**src/rtl/i2da_pkg.sv**
```systemverilog
// ----------------------------------------------------------------------------
// i2da_pkg
// shared types and constants of the 64-bit binary to decimal ascii converter
// ----------------------------------------------------------------------------
package i2da_pkg;

    localparam int DIGITS        = 20;
    localparam int BCD_W         = 4 * DIGITS;
    localparam int VALUE_W       = 64;
    localparam int QUEUE_DEPTH   = 2;

    localparam logic [7:0] CHAR_ZERO  = 8'h30;
    localparam logic [7:0] CHAR_MINUS = 8'h2D;
    localparam logic [7:0] CHAR_NUL   = 8'h00;

    typedef struct packed {
        logic                 kind;
        logic [VALUE_W-1:0]   value;
        logic [7:0]           buffer_length;
    } t_in_word;

    typedef struct packed {
        logic [7:0] character;
        logic       last;
        logic       fits;
        logic [4:0] string_length;
    } t_out_word;

    typedef struct packed {
        logic                 neg;
        logic [VALUE_W-1:0]   mag;
        logic [7:0]           cap;
    } t_job;

    typedef enum logic [1:0] {
        S_IDLE,
        S_CONV,
        S_SCAN,
        S_EMIT
    } t_back_state;

endpackage

```
**src/rtl/i2da_stream_if.sv**
```systemverilog
// ----------------------------------------------------------------------------
// i2da_stream_if
// valid/ready channel carrying one word per handshake
// ----------------------------------------------------------------------------
interface i2da_stream_if #(
    parameter type T = logic
);
    logic valid;
    logic ready;
    T     data;

    modport source (output valid, output data, input ready);
    modport sink   (input valid, input data, output ready);
endinterface

```
**src/rtl/i2da_front.sv**
```systemverilog
// ----------------------------------------------------------------------------
// i2da_front
// accepts input words, finds sign and magnitude, pushes jobs into the queue
// ----------------------------------------------------------------------------
module i2da_front
    import i2da_pkg::*;
(
    i2da_stream_if.sink i_in,
    input  logic        i_full,
    output logic        o_push,
    output t_job        o_job
);

    logic w_neg;

    assign w_neg        = i_in.data.kind & i_in.data.value[VALUE_W-1];
    assign i_in.ready   = ~i_full;
    assign o_push       = i_in.valid & ~i_full;
    assign o_job.neg    = w_neg;
    assign o_job.mag    = w_neg ? (~i_in.data.value + VALUE_W'(1)) : i_in.data.value;
    assign o_job.cap    = i_in.data.buffer_length;

endmodule

```
**src/rtl/i2da_fifo.sv**
```systemverilog
// ----------------------------------------------------------------------------
// i2da_fifo
// short job queue between front and back
// ----------------------------------------------------------------------------
module i2da_fifo
    import i2da_pkg::*;
#(
    parameter int DEPTH = QUEUE_DEPTH
) (
    input  logic i_clk,
    input  logic i_rst_n,
    input  logic i_push,
    input  t_job i_push_data,
    output logic o_full,
    input  logic i_pop,
    output t_job o_pop_data,
    output logic o_empty
);

    localparam int AW = (DEPTH > 1) ? $clog2(DEPTH) : 1;
    localparam int CW = $clog2(DEPTH + 1);

    t_job            r_mem [DEPTH];
    logic [AW-1:0]   r_wr_ptr, n_wr_ptr;
    logic [AW-1:0]   r_rd_ptr, n_rd_ptr;
    logic [CW-1:0]   r_count, n_count;
    logic            w_push, w_pop;

    assign o_full     = (r_count == CW'(DEPTH));
    assign o_empty    = (r_count == '0);
    assign w_push     = i_push & ~o_full;
    assign w_pop      = i_pop & ~o_empty;
    assign o_pop_data = r_mem[r_rd_ptr];

    always_comb begin
        n_wr_ptr = r_wr_ptr;
        n_rd_ptr = r_rd_ptr;
        n_count  = r_count;
        if (w_push) begin
            n_wr_ptr = (r_wr_ptr == AW'(DEPTH - 1)) ? '0 : r_wr_ptr + AW'(1);
        end
        if (w_pop) begin
            n_rd_ptr = (r_rd_ptr == AW'(DEPTH - 1)) ? '0 : r_rd_ptr + AW'(1);
        end
        if (w_push && !w_pop) begin
            n_count = r_count + CW'(1);
        end else if (w_pop && !w_push) begin
            n_count = r_count - CW'(1);
        end
    end

    always_ff @(posedge i_clk) begin
        if (!i_rst_n) begin
            r_wr_ptr <= '0;
            r_rd_ptr <= '0;
            r_count  <= '0;
        end else begin
            r_wr_ptr <= n_wr_ptr;
            r_rd_ptr <= n_rd_ptr;
            r_count  <= n_count;
        end
    end

    always_ff @(posedge i_clk) begin
        if (w_push) begin
            r_mem[r_wr_ptr] <= i_push_data;
        end
    end

endmodule

```
**src/rtl/i2da_back.sv**
```systemverilog
// ----------------------------------------------------------------------------
// i2da_back
// bit-serial double dabble, leading zero trim and character output
// ----------------------------------------------------------------------------
module i2da_back
    import i2da_pkg::*;
(
    input  logic            i_clk,
    input  logic            i_rst_n,
    input  logic            i_job_valid,
    input  t_job            i_job,
    output logic            o_job_pop,
    i2da_stream_if.source   o_out
);

    t_back_state        r_state, n_state;
    logic [VALUE_W-1:0] r_bin, n_bin;
    logic [BCD_W-1:0]   r_bcd, n_bcd;
    logic [5:0]         r_cnt, n_cnt;
    logic [4:0]         r_ndig, n_ndig;
    logic               r_neg, n_neg;
    logic [7:0]         r_cap, n_cap;
    logic [4:0]         r_len, n_len;
    logic               r_fit, n_fit;
    logic               r_out_valid, n_out_valid;
    t_out_word          r_out, n_out;

    logic               w_out_free;
    logic [BCD_W-1:0]   w_adj;
    logic [3:0]         w_top;
    logic [5:0]         w_len;
    logic               w_trim;

    assign w_out_free  = ~r_out_valid | o_out.ready;
    assign w_top       = r_bcd[BCD_W-1 -: 4];
    assign w_len       = {1'b0, r_ndig} + {5'b0, r_neg};
    assign w_trim      = (w_top == 4'd0) && (r_ndig > 5'd1);
    assign o_out.valid = r_out_valid;
    assign o_out.data  = r_out;

    // add-3 correction on every digit
    always_comb begin
        for (int d = 0; d < DIGITS; d++) begin
            w_adj[d*4 +: 4] = (r_bcd[d*4 +: 4] >= 4'd5) ? r_bcd[d*4 +: 4] + 4'd3
                                                        : r_bcd[d*4 +: 4];
        end
    end

    always_comb begin
        n_state = r_state;
        unique case (r_state)
            S_IDLE: begin
                if (i_job_valid) begin
                    n_state = S_CONV;
                end
            end
            S_CONV: begin
                if (r_cnt == 6'd0) begin
                    n_state = S_SCAN;
                end
            end
            S_SCAN: begin
                if (!w_trim) begin
                    n_state = S_EMIT;
                end
            end
            S_EMIT: begin
                if (w_out_free && (!r_fit || (!r_neg && r_ndig == 5'd0))) begin
                    n_state = S_IDLE;
                end
            end
            default: n_state = S_IDLE;
        endcase
    end

    always_comb begin
        n_bin       = r_bin;
        n_bcd       = r_bcd;
        n_cnt       = r_cnt;
        n_ndig      = r_ndig;
        n_neg       = r_neg;
        n_cap       = r_cap;
        n_len       = r_len;
        n_fit       = r_fit;
        n_out       = r_out;
        n_out_valid = r_out_valid & ~o_out.ready;
        o_job_pop   = 1'b0;
        unique case (r_state)
            S_IDLE: begin
                if (i_job_valid) begin
                    o_job_pop = 1'b1;
                    n_bin     = i_job.mag;
                    n_bcd     = '0;
                    n_neg     = i_job.neg;
                    n_cap     = i_job.cap;
                    n_cnt     = 6'(VALUE_W - 1);
                    n_ndig    = 5'(DIGITS);
                end
            end
            S_CONV: begin
                n_bcd = {w_adj[BCD_W-2:0], r_bin[VALUE_W-1]};
                n_bin = {r_bin[VALUE_W-2:0], 1'b0};
                n_cnt = r_cnt - 6'd1;
            end
            S_SCAN: begin
                if (w_trim) begin
                    n_bcd  = {r_bcd[BCD_W-5:0], 4'd0};
                    n_ndig = r_ndig - 5'd1;
                end else begin
                    n_len = w_len[4:0];
                    n_fit = ({2'b00, w_len} < r_cap);
                end
            end
            S_EMIT: begin
                if (w_out_free) begin
                    n_out_valid = 1'b1;
                    if (!r_fit) begin
                        n_out = '{character: CHAR_NUL, last: 1'b1, fits: 1'b0,
                                  string_length: 5'd0};
                    end else if (r_neg) begin
                        n_out = '{character: CHAR_MINUS, last: 1'b0, fits: 1'b1,
                                  string_length: r_len};
                        n_neg = 1'b0;
                    end else if (r_ndig != 5'd0) begin
                        n_out = '{character: CHAR_ZERO + {4'd0, w_top}, last: 1'b0,
                                  fits: 1'b1, string_length: r_len};
                        n_bcd  = {r_bcd[BCD_W-5:0], 4'd0};
                        n_ndig = r_ndig - 5'd1;
                    end else begin
                        n_out = '{character: CHAR_NUL, last: 1'b1, fits: 1'b1,
                                  string_length: r_len};
                    end
                end
            end
            default: begin
            end
        endcase
    end

    always_ff @(posedge i_clk) begin
        if (!i_rst_n) begin
            r_state     <= S_IDLE;
            r_out_valid <= 1'b0;
        end else begin
            r_state     <= n_state;
            r_out_valid <= n_out_valid;
        end
    end

    always_ff @(posedge i_clk) begin
        r_bin  <= n_bin;
        r_bcd  <= n_bcd;
        r_cnt  <= n_cnt;
        r_ndig <= n_ndig;
        r_neg  <= n_neg;
        r_cap  <= n_cap;
        r_len  <= n_len;
        r_fit  <= n_fit;
        r_out  <= n_out;
    end

endmodule

```
**src/rtl/int64_to_decimal_ascii.sv**
```systemverilog
// ----------------------------------------------------------------------------
// int64_to_decimal_ascii
// 64-bit binary to decimal ascii string converter
// ----------------------------------------------------------------------------
// Each input word holds a 64-bit value, a signed/unsigned kind flag and a
// buffer capacity. Input words are taken into a short job queue right away,
// so the source only waits when the queue is full. The converter works on one
// job at a time: it loads the job, runs bit-serial double dabble over all 64
// bits, trims leading zero digits one by one, sizes the string, then sends one
// output word per cycle while the sink is ready (digits, an optional leading
// minus sign and a final terminator, or a single rejection word).
module int64_to_decimal_ascii
    import i2da_pkg::*;
#(
    parameter int QUEUE_DEPTH_P = QUEUE_DEPTH
) (
    input  logic          i_clk,
    input  logic          i_rst_n,
    i2da_stream_if.sink   i_in,
    i2da_stream_if.source o_out
);

    logic w_push;
    logic w_full;
    logic w_pop;
    logic w_empty;
    t_job w_push_job;
    t_job w_pop_job;

    i2da_front u_front (
        .i_in   (i_in),
        .i_full (w_full),
        .o_push (w_push),
        .o_job  (w_push_job)
    );

    i2da_fifo #(
        .DEPTH (QUEUE_DEPTH_P)
    ) u_fifo (
        .i_clk       (i_clk),
        .i_rst_n     (i_rst_n),
        .i_push      (w_push),
        .i_push_data (w_push_job),
        .o_full      (w_full),
        .i_pop       (w_pop),
        .o_pop_data  (w_pop_job),
        .o_empty     (w_empty)
    );

    i2da_back u_back (
        .i_clk       (i_clk),
        .i_rst_n     (i_rst_n),
        .i_job_valid (~w_empty),
        .i_job       (w_pop_job),
        .o_job_pop   (w_pop),
        .o_out       (o_out)
    );

endmodule

```
**src/flat_wrapper.sv**
```systemverilog
// flat-port wrapper written by rule: the top's interface ports become plain ports
module int64_to_decimal_ascii_flat import i2da_pkg::*;
#(
    parameter int QUEUE_DEPTH_P = QUEUE_DEPTH
)
  (i_clk, i_rst_n, i_in_valid, i_in_data, i_in_ready, o_out_valid, o_out_data, o_out_ready);
  i2da_stream_if #(.T(t_in_word)) i_in_i ();
  i2da_stream_if #(.T(t_out_word)) o_out_i ();
  input  logic i_clk;
  input  logic i_rst_n;
  input wire logic [$bits(i_in_i.valid)-1:0] i_in_valid;
  input wire logic [$bits(i_in_i.data)-1:0] i_in_data;
  output wire logic [$bits(i_in_i.ready)-1:0] i_in_ready;
  output wire logic [$bits(o_out_i.valid)-1:0] o_out_valid;
  output wire logic [$bits(o_out_i.data)-1:0] o_out_data;
  input wire logic [$bits(o_out_i.ready)-1:0] o_out_ready;
  assign i_in_i.valid = i_in_valid;
  assign i_in_i.data = i_in_data;
  assign i_in_ready = i_in_i.ready;
  assign o_out_valid = o_out_i.valid;
  assign o_out_data = o_out_i.data;
  assign o_out_i.ready = o_out_ready;
  int64_to_decimal_ascii #(.QUEUE_DEPTH_P(QUEUE_DEPTH_P)) u_core (.i_clk(i_clk), .i_rst_n(i_rst_n), .i_in(i_in_i), .o_out(o_out_i));
endmodule
```
**config.mk**
```make
export PLATFORM = sky130hd
export DESIGN_NAME = int64_to_decimal_ascii_flat
export DESIGN_NICKNAME = d
export VERILOG_FILES = /design/src/rtl/i2da_pkg.sv /design/src/rtl/i2da_stream_if.sv /design/src/rtl/i2da_front.sv /design/src/rtl/i2da_fifo.sv /design/src/rtl/i2da_back.sv /design/src/rtl/int64_to_decimal_ascii.sv /design/src/flat_wrapper.sv
export SDC_FILE = /design/constraint.sdc
export NUM_CORES = 1
export LEC_CHECK = 0
export ABC_AREA = 1
export BUFFER_PORTS_ARGS = -buffer_cell sky130_fd_sc_hd__buf_2
export CORE_UTILIZATION = 40
export CTS_BUF_LIST = sky130_fd_sc_hd__clkbuf_8
export CTS_CLUSTER_DIAMETER = 100
export DETAILED_ROUTE_END_ITERATION = 16
export PLACE_DENSITY_LB_ADDON = 0.25
export SYNTH_ARGS = -nofsm -noshare
export SYNTH_HDL_FRONTEND = slang
export SYNTH_SLANG_ARGS = --single-unit
```
**constraint.sdc**
```tcl
create_clock -name i_clk -period 6.4 [get_ports i_clk]
set_input_delay 0.96 -clock i_clk [delete_from_list [all_inputs] [get_ports i_clk]]
set_output_delay 0.96 -clock i_clk [all_outputs]
set_load 0.005 [all_outputs]
```
# ---- Yosys cells after proc, flatten, opt, wreduce, memory -nomap -nowiden
# Memory sizes are Yosys's and may differ from the RTL's. A register that Yosys moved wholly into a read port is not among the register bits.
# Cells that the tools add are included.
dict set report op_classes {
  bitwise_logic 14
  reduce_logical 29
  n_eq_ne 13
  magnitude_cmp 22
  n_addsub 29
  muxes 62
}
# op n
set ops {}
lappend ops {{80-bit two-way mux} 6}
lappend ops {{80-bit one-hot mux with 4 select lines} 1}
lappend ops {{64-bit two-way mux} 2}
lappend ops {{64-bit one-hot mux with 2 select lines} 1}
lappend ops {{4-bit by 3-bit greater-or-equal comparator with 1-bit output (second input constant)} 20}
lappend ops {{4-bit by 2-bit adder with 4-bit output (second input constant)} 19}
lappend ops {{4-bit two-way mux} 19}
lappend ops {{64-bit by 1-bit adder with 64-bit output (second input constant)} 1}
lappend ops {{64-bit NOT} 1}
lappend ops {{5-bit two-way mux} 6}
lappend ops {{13-bit two-way mux} 2}
lappend ops {{2-bit != test (second input constant)} 9}
lappend ops {{5-bit one-hot mux with 3 select lines} 1}
lappend ops {{1-bit two-way mux} 13}
lappend ops {{2-bit two-way mux} 6}
lappend ops {{6-bit one-hot mux with 2 select lines} 1}
lappend ops {{6-bit by 8-bit < comparator with 1-bit output} 1}
lappend ops {{2-bit one-hot mux with 4 select lines} 1}
lappend ops {{2-bit AND reduction} 4}
lappend ops {{4-bit AND reduction} 2}
lappend ops {{6-bit by 4-bit adder with 7-bit output (first input constant)} 1}
lappend ops {{1-bit NOT} 7}
lappend ops {{7-bit AND reduction} 1}
lappend ops {{5-bit by 1-bit adder with 6-bit output} 1}
lappend ops {{other kinds (26)} 43}
dict set report totals {
  regBits 191
  mem_count 1
  word_cells 188
  out_inout_bits 17
  inputBits 77
  ramBits 146
}
# name depth width read_ports rd_ports_with_merged_regs wr line
set memory_table {}
lappend memory_table {u_core.u_fifo.r_mem 2 73 1 1 1 i2da_fifo.sv:23} ;# t_job r_mem [DEPTH];

# ---- Depth between registers and ports, before layout
# Gate-level depths: netlist (run 1).
dict set report depth {
  depth_word 8
  mapped_depth 11
  mapped_depth_nobuf 11
}

# ---- By module
# A second synthesis (run 1) with hierarchy kept.
dict set report unflattened {
  hier_cells 1677
  hier_area_um2 18594.1
}
# module seq_area_each_um2 instances cells_per_inst area_each_um2
set by_module_without_submodules {}
lappend by_module_without_submodules {i2da_back 5555.3 1 918 10227.3}
lappend by_module_without_submodules {i2da_fifo 4484.3 1 265 5865.6}
lappend by_module_without_submodules {i2da_front 0.0 1 493 2497.4}
lappend by_module_without_submodules {int64_to_decimal_ascii 0.0 1 1 3.8}

# ---- Worst setup path after synthesis (run 1)
# OpenSTA, ideal clock, no wires.
dict set report synth_path {
  path_type {in2reg}
  startpoint {input port o_out_ready}
  endpoint {register u_core.u_back.r_bcd[0] (enable)}
  required_time_ns 5.881
  setup_time_ns 0.519
  stages 4
  setup_slack_ns 1.382
  n_path_buf 0
  arrival_time_ns 4.498
  path_cell_list {inv_1 -> nand3_1 -> nand2_1 -> nor2_1}
}
dict set report synth_via {
  elab_chain_cells 3
}
# item line
set synth_rtl {}
lappend synth_rtl {{from (decl)} flat_wrapper.sv:16} ;# input wire logic [$bits(o_out_i.ready)-1:0] o_out_ready;
lappend synth_rtl {{1-bit bitwise OR} i2da_back.sv:34} ;# assign w_out_free = ~r_out_valid | o_out.ready;
lappend synth_rtl {{2-bit != test (no source line)} --}
lappend synth_rtl {{6-bit AND reduction (no source line)} --}
lappend synth_rtl {{to (signal assigned)} i2da_back.sv:152} ;# r_bcd <= n_bcd;
lappend synth_rtl {{to (decl)} i2da_back.sv:18} ;# logic [BCD_W-1:0] r_bcd, n_bcd;
# Every way passes these cells.
# A chain may end at the register's enable or synchronous reset.

# ---- Final worst setup path (run 1)
dict set report layout_path {
  startpoint {register u_core.u_back.r_state[0]}
  endpoint {register u_core.u_back.r_cnt[1] (enable)}
}
dict set report layout_via {
  elab_chain_cells 3
  word_cells_on_any_way 5
  classes_between {eq/ne (2); reduce/logical (3)}
}
# item line
set layout_rtl {}
lappend layout_rtl {{from (decl)} i2da_back.sv:16} ;# t_back_state r_state, n_state;
lappend layout_rtl {{from (signal assigned)} i2da_back.sv:145} ;# r_state <= n_state;
lappend layout_rtl {{2-bit by 1-bit equality test with 1-bit output / 2-bit zero test (equally long branches)} i2da_back.sv:88} ;# unique case (r_state)
lappend layout_rtl {{2-bit nonzero test (no source line) / 2-bit != test (equally long branches)} --}
lappend layout_rtl {{2-bit AND reduction (no source line) (*)} --}
lappend layout_rtl {{to (signal assigned)} i2da_back.sv:153} ;# r_cnt <= n_cnt;
lappend layout_rtl {{to (decl)} i2da_back.sv:19} ;# logic [5:0] r_cnt, n_cnt;
# Every way passes the cells marked *; elsewhere a longest branch is shown, timed or not.

==> out/metrics.yaml, run 1 <==
area_delta_synth_final_pct: 11.4
max_clock_freq_ghz: 0.280
crit_fanout: 55
portBuffers: 91
path_clk_slew_ns: 0.06
r2r-end: "u_core.u_back.r_cnt[1]$_SDFFCE_PN1P_"
clock_latency_ns: 0.61
skew_ns: 0.0266
drive_gt1_frac: 0.103
hold_depth: 1
worstSetupEndpointType: "flop"
p_per_area_nw_per_um2: 435
hp-class: "reg -> reg"
drt-total-wl_microns: 41400
drv_cap: 0
cp.arrival_ns: 3.80
initialDrtViolationCount: 1010
finalHoldViolations: 0
hpwl_microns: 27000
status: "finished, final reports clean"
crit_path_max_incr_delay_ns: 0.72
timing.final.crit_share: 0.558
root_buffer: "clkbuf_8"
core-area_sq_um: 42300
required_ns: 6.63
crit_chain: "inv_1 -> ha_1 -> nor2_8 -> inv_2 -> nand2_2 -> buf_4"
period_needed_ns: 3.57
fill_cells: 4019
cts_tree: "yes"
cts_resized: 0
cts_buffers: 56
slew_headroom: 0.255
finalSetupViolations: 0
vias: 13200
synth_top_area_share: 0.570
yosys.area.top_type: "edfxtp_1"
syn_inst: 1836
syn_area_sq_um: 17300
rsz0062_at_grt: "false"
cts_max_level: 2
path_depth: 6
die_w_microns: 210
cp_top_family: "simple AND/OR/NAND/NOR gates"
antenna_left: 0
cp.buffers_inverters: 3
grt-ovfl-total: 0
yosys_warnings: 0
ir_drop_mv: 0.188
finalNetCount: 2077
clock_sinks: 337
r2r_cells: 6
ys_types: 38
ys_seq_elements: 337
r2r_slack_ns: 2.83
worst_r2r_startpoint: "u_core.u_back.r_state[0]$_SDFFE_PN0P_"
dieHeight_microns: 210
ys_seq_area_frac: 0.580
drc: 0
io-pin-count: 94
globalplace.congestion: 0.965
hold_start: "u_core.u_fifo.r_rd_ptr$_SDFFE_PN0P_"
rows: 75
synth.top_cells.by_area: "edfxtp_1 57%, nand2_1 8.8%, nor2_1 6.3%"
clock_path_buffers: 3
antenna_found_initial: 0
hold_slack_ns: 0.465
n_antenna_cell: 0
grt_pass1_vias: 12800
dr.pass1.iters: 5
hold_buffers: 0
grtUsageTotal: 0.188
drv_slew: 0
die_area_sq_um: 44100
routedWlPerCell_microns: 16.2
grt_max_degree: 77
worst_slew_pin_slew_ns: 1.12
critPathSlowestCell: "nand2_2"
critPathKind: "reg -> reg"
avgSynthCellArea_sq_um: 9.43
leakage_nw: 7.56
vias_per_cell: 5.16
grt_pass1_wl_microns: 66300
setup_tns_ns: 0
start_kind: "flop"
initial_core_util: 0.409
post_cts_buffers: 0
[placed cells by master, fill, tap and decap left out, types with 2 or more instances in the layout]
master	n
nand2_1	405
edfxtp_1	329
nor2_1	286
inv_1	192
a21oi_1	173
o21ai_0	125
buf_2	91
ha_1	58
clkbuf_8	56
nand3_1	50
xor2_1	31
o22ai_1	24
o211ai_1	23
xnor2_1	17
nand2_2	12
o32ai_1	12
nand4_1	11
clkinv_1	11
buf_4	10
nor2_2	8
nor2_4	8
dfxtp_1	7
clkinv_2	5
inv_2	4
nor3_1	4
nand3b_1	3
nand3_2	3
o21ai_1	3
o21bai_1	2
a211oi_1	2
conb_1	2
[layer usage]
layer | vias up | track usage | routed length, microns
li1 | 6456 | - | -
met1 | 6254 | 0.255 | 19100
met2 | 404 | 0.307 | 18800
met3 | 78 | 0.0301 | 2360
met4 | 0 | 0.0647 | 1110
met5 | - | 0 | 0
[layout make-up]
type | count | area [sq um] | share of cell area
clock buffers | 56 | 771 | 0.0399
inverters | 174 | 653 | 0.0338
repair buffers | 101 | 531 | 0.0275
clock inverters | 41 | 176 | 0.00914
multi-input cells | 1271 | 6410 | 0.332
well taps | 577 | 722 | 0.0374
flip-flops and latches | 337 | 10000 | 0.520
[cells in the mapped netlist]
cell / instances
nor2_1: 289
a21boi_0: 1
o21ai_0: 125
o21ai_1: 3
o31a_1: 1
nand4_1: 11
xor2_1: 31
nand3b_1: 3
nand3_1: 50
buf_4: 7
nor3_1: 4
inv_1: 170
o21ai_2: 1
nor2_2: 8
buf_2: 18
o31ai_1: 1
nor2_4: 5
nand3_2: 3
clkbuf_1: 22
nor2_8: 1
buf_1: 8
dfxtp_1: 8
a31oi_1: 1
inv_2: 4
xnor2_1: 17
conb_1: 1
a211oi_1: 2
ha_1: 59
edfxtp_1: 329
nand2_2: 10
o32ai_1: 12
or4_1: 1
o21bai_1: 2
o211ai_1: 23
o22ai_1: 24
a21o_1: 1
nand2_1: 407
a21oi_1: 173
[kinds of logic after synthesis]
| logic type | synth area share |
|---|---|
| other | 0.000216 |
| DFF | 0.580 |
| and+or+nand+nor | 0.185 |
| adders and majority gates | 0.0426 |
| xor gates and xnor gates | 0.0243 |
| buffers and inverters | 0.0524 |
| AOI/OAI and AO/OA | 0.116 |
[sequential cells by signal (all words and copies together), names as in the netlist, 2 cells and up, named ones only]
register	flops
u_core.u_fifo.r_mem	146
u_core.u_back.r_bcd	80
u_core.u_back.r_bin	64
u_core.u_back.o_out.data	13
u_core.u_back.r_cap	8
u_core.u_back.r_cnt	6
u_core.u_back.r_len	5
u_core.u_back.r_ndig	5
u_core.u_back.r_state	2
u_core.u_fifo.r_count	2
[metrics by stage]
step                      instances  power, W  setup WS [ns]  cell area [sq um]  utilization
final                          2557   0.00839           2.83              19300        0.456
after global placement         2460   0.00667           2.84              18400        0.434
after detailed placement       2460   0.00675           2.77              18400        0.434
after global routing           2557   0.00902           2.56              19300        0.456
after floorplan                1837   0.00598           1.38              17300            -
after CTS                      2557   0.00846           2.77              19300        0.456
[how the worst max path moves through the flow]
stage                                      endpoint  slack [ns]                                  start
3_5_place_dp      u_core.u_back.r_bin[12]$_DFFE_PP_        2.77  u_core.u_back.r_state[0]$_SDFFE_PN0P_
2_1_floorplan      u_core.u_back.r_bcd[0]$_DFFE_PP_        1.38                            o_out_ready
5_1_grt        u_core.u_back.r_cnt[5]$_SDFFCE_PN1P_        2.56  u_core.u_back.r_state[0]$_SDFFE_PN0P_
4_1_cts        u_core.u_back.r_cnt[5]$_SDFFCE_PN1P_        2.77  u_core.u_back.r_state[0]$_SDFFE_PN0P_
3_3_place_gp      u_core.u_back.r_bin[11]$_DFFE_PP_        2.84  u_core.u_back.r_state[0]$_SDFFE_PN0P_
6_report       u_core.u_back.r_cnt[1]$_SDFFCE_PN1P_        2.83  u_core.u_back.r_state[0]$_SDFFE_PN0P_
[power by group]
group / switching, W / internal [W]
combinational: 0.00201 / 0.000800
clock: 0.000853 / 0.000811
sequential: 0.000357 / 0.00356
(Power assumes the default switching activity.)
==> inputs of run 2 (changes only) <==
==> constraint.sdc (replaced) <==
create_clock -name i_clk -period 3.5 [get_ports i_clk]
set_input_delay 0.525 -clock i_clk [delete_from_list [all_inputs] [get_ports i_clk]]
set_output_delay 0.525 -clock i_clk [all_outputs]
set_load 0.005 [all_outputs]
==> out/metrics.yaml, run 2 (synthesized netlist as in run 1, its figures left out) <==
routedWlPerCell_microns: 15.9  # was 16.2 microns
timing.final.crit_share: 0.659  # was 0.558
antenna_found_initial: 0  # unchanged
n_antenna_cell: 0  # unchanged
top_register: "u_core.u_fifo.r_mem"  # unchanged
stdcell_count: 2571  # was 2557
ir_drop_mv: 0.705  # was 0.188 mV
swShare: 0.378  # was 0.384
final_common_cell: "nand2_1"  # unchanged
initial_core_util: 0.409  # unchanged
rows: 75  # unchanged
vias_per_cell: 5.11  # was 5.16
met1_usage: 0.255  # about the same
layout_common_cells: "405 x nand2_1, 329 x edfxtp_1, 286 x nor2_1"  # unchanged
io-pin-count: 94  # unchanged
root_buffer: "clkbuf_8"  # unchanged
clock_latency_ns: 0.65  # was 0.61 ns
slew_headroom: 0.382  # was 0.255
final_util: 0.462  # was 0.456
finalHoldViolations: 0  # unchanged
dieHeight_microns: 210  # unchanged
top_usage_layer: "met2"  # unchanged
cts_resized: 0  # unchanged
leakage_nw: 7.64  # was 7.56 nW
die_area_sq_um: 44100  # unchanged
drv_slew: 0  # unchanged
place_inst: 2468  # was 2460
worst_slew_pin_slew_ns: 0.927  # was 1.12 ns
cts_buffers: 58  # was 56
start_kind: "flop"  # unchanged
cp.arrival_ns: 2.67  # was 3.80 ns
grt_max_degree: 74  # was 77
hp-class: "in -> reg"  # was reg -> reg
drive_gt1_frac: 0.110  # was 0.103
layout_setup_ws_ns: 1.19  # was 2.83 ns
cts_tree: "yes"  # unchanged
antenna_left: 0  # unchanged
setup_tns_ns: 0  # unchanged
largest_reg_flops: 146  # unchanged
finalSetupViolations: 0  # unchanged
drt-total-wl_microns: 40800  # was 41400 microns
hold_buffers: 0  # unchanged
die_w_microns: 210  # unchanged
grt_pass1_vias: 13000  # was 12800
vias: 13100  # was 13200
use_met3: 0.0355  # was 0.0301
globalplace.congestion: 0.931  # was 0.965
portBuffers: 91  # unchanged
hold_slack_ns: 0.0832  # was 0.465 ns
use_met2: 0.300  # was 0.307
hpwl_microns: 27200  # was 27000 microns
crit_fanout: 41  # was 55
grtUsageTotal: 0.188  # about the same
finalNetCount: 2087  # was 2077
p_switching_w: 0.00596  # was 0.00322 W
path_clk_slew_ns: 0.06  # about the same
grt-ovfl-total: 0  # unchanged
cts_max_level: 2  # unchanged
max_clock_freq_ghz: 0.433  # was 0.280 GHz
required_ns: 3.86  # was 6.63 ns
skew_ns: 0.0232  # was 0.0266 ns
clock_sinks: 337  # unchanged
drv_cap: 0  # unchanged
rsz0062_at_grt: "false"  # unchanged
p_int_w: 0.00979  # was 0.00517 W
dr.pass1.iters: 6  # was 5
seqPwrFrac: 0.449  # was 0.467
worstSetupEndpointType: "flop"  # unchanged
critPathKind: "reg -> reg"  # unchanged
post_cts_buffers: 0  # unchanged
pwr-share-comb: 0.342  # was 0.335
reg_top3: "u_core.u_fifo.r_mem (146), u_core.u_back.r_bcd (80), u_core.u_back.r_bin (64)"  # unchanged
core-area_sq_um: 42300  # unchanged
post-place-ws_ns: 1.18  # was 2.77 ns
period_needed_ns: 2.31  # was 3.57 ns
drc: 0  # unchanged
initialDrtViolationCount: 1034  # was 1010
area_delta_synth_final_pct: 12.9  # was 11.4%
grt_pass1_wl_microns: 66400  # was 66300 microns
status: "finished, final reports clean"  # unchanged
clock_path_buffers: 3  # unchanged
p_clk_frac: 0.209  # was 0.198
p_per_area_nw_per_um2: 806  # was 435 nW/um^2
## run 2: cell types whose count changed in the layout (fill, tap and decap cells not counted), moves of 2 or more
cell / change
buf_12: +7
bufinv_16: +2
clkbuf_8: +2
clkinv_1: +8
clkinv_2: +4
clkinvlp_4: +2
inv_1: -10
## run 2: critical path: stages (launching register included)
cell and delay, ns:
dfxtp_1 0.37, inv_1 0.09, ha_1 0.26, nor2_1 0.25, inv_1 0.13, nand2_2 0.53
buf_12 0.28, o32ai_1 0.11
## run 2: worst paths after layout
path	start	end	slack, ns	cells past startpoint
worst max-delay path	u_core.u_back.r_state[0]$_SDFFE_PN0P_	u_core.u_back.r_bcd[75]$_DFFE_PP_	1.19	7
worst min-delay path	i_in_data[2]	u_core.u_fifo.r_mem[1][2]$_DFFE_PP_	0.08	1
worst max register to register	u_core.u_back.r_state[0]$_SDFFE_PN0P_	u_core.u_back.r_bcd[75]$_DFFE_PP_	1.19	7
worst min register to register	u_core.u_fifo.r_rd_ptr$_SDFFE_PN0P_	flop	0.45	1
## run 2: final cells by class
class / instances / area (sq um)
Clock inverter: 45 / 248
Timing Repair Buffer: 109 / 678
Tap cell: 577 / 722
Sequential cell: 337 / 10000
Clock buffer: 58 / 798
Inverter: 174 / 654
Multi-Input combinational cell: 1271 / 6410
Fill cell: 4012 / 22800
## run 2: power by group through the flow
stage                     clock (W)  combinational [W]  sequential (W)
final                       0.00330            0.00539         0.00707
after global routing        0.00357            0.00615         0.00722
after CTS                   0.00342            0.00544         0.00707
after detailed placement          0            0.00541         0.00713
after global placement            0            0.00529         0.00709
after floorplan                   0            0.00383         0.00703
## run 2: routing by layer
layer,share of wire,vias to the layer above
met5,0,-
met1,0.47,6206
met4,0.031,0
met3,0.050,82
met2,0.45,359
li1,-,6484
## run 2: per-stage QoR
stage                     total power, W  cell area, sq um
after global routing              0.0169             19500
after floorplan                   0.0109             17300
after global placement            0.0124             18500
final                             0.0157             19500
after CTS                         0.0159             19500
after detailed placement          0.0125             18500
==> inputs of run 3 (changes only) <==
==> constraint.sdc (replaced) <==
create_clock -name i_clk -period 2.22 [get_ports i_clk]
set_input_delay 0.333 -clock i_clk [delete_from_list [all_inputs] [get_ports i_clk]]
set_output_delay 0.333 -clock i_clk [all_outputs]
set_load 0.005 [all_outputs]
==> out/metrics.yaml, run 3 (synthesized netlist as in run 1, its figures left out) <==
drv_cap: 0  # unchanged
leakage_nw: 7.80  # was 7.64 nW
io-pin-count: 94  # unchanged
finalNetCount: 2111  # was 2087
clock_latency_ns: 0.63  # was 0.65 ns
cp_common_cell: "nand2_1"  # was inv_1
crit_path_max_incr_delay_ns: 0.53  # about the same
cts_tree: "yes"  # unchanged
globalplace.congestion: 0.913  # was 0.931
dr.pass1.iters: 5  # was 6
drive_gt1_frac: 0.116  # was 0.110
grtUsageTotal: 0.184  # was 0.188
cp.buffers_inverters: 4  # was 3
antenna_left: 0  # unchanged
post_cts_buffers: 0  # unchanged
worst_slew_pin_slew_ns: 0.588  # was 0.927 ns
top_register: "u_core.u_fifo.r_mem"  # unchanged
clock_path_buffers: 3  # unchanged
multiInputGateArea_sq_um: 6430  # was 6410 sq um
max_clock_freq_ghz: 0.496
clock_sinks: 337  # unchanged
cts_buffers: 56  # was 58
final_common_cell: "nand2_1"  # unchanged
n_antenna_cell: 0  # unchanged
grt_pass1_wl_microns: 65000  # was 66400 microns
largest_reg_flops: 146  # unchanged
vias_per_cell: 5.05  # was 5.11
antenna_found_initial: 0  # unchanged
slew_headroom: 0.608  # was 0.382
post-place-ws_ns: 0.0825  # was 1.18 ns
area_delta_synth_final_pct: 14.4  # was 12.9%
p_per_area_nw_per_um2: 1250  # was 806 nW/um^2
skew_ns: 0.0396  # was 0.0232 ns
layout_setup_ws_ns: 0.202  # was 1.19 ns
die_area_sq_um: 44100  # unchanged
root_buffer: "clkbuf_8"  # unchanged
grt_max_degree: 75  # was 74
ir_drop_mv: 0.677  # was 0.705 mV
period_needed_ns: 2.02
path_clk_slew_ns: 0.07  # was 0.06 ns
finalHoldViolations: 0  # unchanged
critPathSlowestCell: "dlygate4sd3_1"  # was nand2_2
initial_core_util: 0.409  # unchanged
drt-total-wl_microns: 40400  # was 40800 microns
dieHeight_microns: 210  # unchanged
critPathKind: "in -> reg"  # was reg -> reg
finalSetupViolations: 0  # unchanged
worstSetupEndpointType: "flop"  # unchanged
status: "finished, final reports clean"  # unchanged
rows: 75  # unchanged
setup_tns_ns: 0  # unchanged
rsz0062_at_grt: "false"  # unchanged
crit_chain: "dlygate4sd3_1 -> buf_2 -> inv_1 -> ha_1 -> nand2_1 -> inv_1 -> nand3_1 -> nor2_1 -> nand2_1 -> nand2_1 -> nand2_1 -> nand2_1 -> nand2_1"  # was inv_1 -> ha_1 -> nor2_1 -> inv_1 -> nand2_2 -> buf_12 -> o32ai_1
portBuffers: 91  # unchanged
cp.arrival_ns: 2.34  # was 2.67 ns
cp_top_family: "simple AND/OR/NAND/NOR gates"  # unchanged
start_kind: "input port"  # was flop
grt_pass1_vias: 12900  # was 13000
hpwl_microns: 27200  # about the same
drc: 0  # unchanged
vias: 13100  # about the same
cts_max_level: 2  # unchanged
seq_area_sq_um: 10000  # unchanged
fill_cells: 4005  # was 4012
initialDrtViolationCount: 764  # was 1034
core-area_sq_um: 42300  # unchanged
layout_common_cells: "404 x nand2_1, 329 x edfxtp_1, 286 x nor2_1"  # was 405 x nand2_1, 329 x edfxtp_1, 286 x nor2_1
hp-class: "in -> reg"  # unchanged
required_ns: 2.55  # was 3.86 ns
timing.final.crit_share: 0.909
reg_top3: "u_core.u_fifo.r_mem (146), u_core.u_back.r_bcd (80), u_core.u_back.r_bin (64)"  # unchanged
hold_slack_ns: 0.0659  # was 0.0832 ns
routedWlPerCell_microns: 15.5  # was 15.9 microns
die_w_microns: 210  # unchanged
crit_fanout: 5  # was 41
grt-ovfl-total: 0  # unchanged
drv_slew: 0  # unchanged
run 3: path summary, 6_finish.rpt:
| path | from | to | slack [ns] | cells after the start |
|---|---|---|---|---|
| worst max-delay path | i_in_data[8] | u_core.u_fifo.r_mem[0][64]$_DFFE_PP_ | 0.20 | 13 |
| worst max register to register | u_core.u_back.r_state[0]$_SDFFE_PN0P_ | u_core.u_back.r_bcd[28]$_DFFE_PP_ | 0.23 | 8 |
| worst min-delay path | i_in_data[26] | u_core.u_fifo.r_mem[0][26]$_DFFE_PP_ | 0.07 | 2 |
| worst min register to register | u_core.u_fifo.r_rd_ptr$_SDFFE_PN0P_ | flop | 0.45 | 1 |
run 3: metrics by stage:
stage | util | area (sq um) | cells | total power, W
CTS | 0.468 | 19800 | 2596 | 0.0251
detailed placement | 0.442 | 18700 | 2483 | 0.0200
floorplan | - | 17400 | 1837 | 0.0171
global route | 0.468 | 19800 | 2596 | 0.0267
finish | 0.468 | 19800 | 2596 | 0.0249
global placement | 0.442 | 18700 | 2483 | 0.0197
run 3: cell type report:
class	count	share of cell area
Timing Repair Buffer	135	0.0492
Clock buffer	57	0.0396
Tap cell	577	0.0364
Clock inverter	45	0.0105
Sequential cell	337	0.507
Inverter	174	0.0330
Multi-Input combinational cell	1271	0.325
run 3: timing repair:
action,4_1_cts,5_1_grt
resized for setup,0,1
hold buffers,11,0
endpoints found under the hold margin,24,0
setup endpoints to repair,0,5
run 3: worst register-to-register path: cells and delay by family (launching register included):
family	cells	cell delay (ns)
buffers and inverters	3	0.60
AO/OA/AOI/OAI	2	0.24
AND/OR/NAND/NOR	2	0.22
adder cells (fa/ha/maj)	1	0.25
flip-flops	1	0.32
run 3: metal layers:
metal / GRT usage / share of wire / wire [microns] / vias to the layer above
li1: - / - / - / 6531
met1: 0.244 / 0.45 / 18300 / 6219
met2: 0.303 / 0.47 / 19000 / 300
met3: 0.0337 / 0.051 / 2080 / 69
met4: 0.0624 / 0.024 / 979 / 0
met5: 0 / 0 / 0 / -
run 3: power by group:
group	internal [W]	switching, W	leakage (nW)
clock	0.00249	0.00247	0.582
combinational	0.00281	0.00596	4.00
sequential	0.0102	0.000927	3.21
total	0.0155	0.00935	7.80
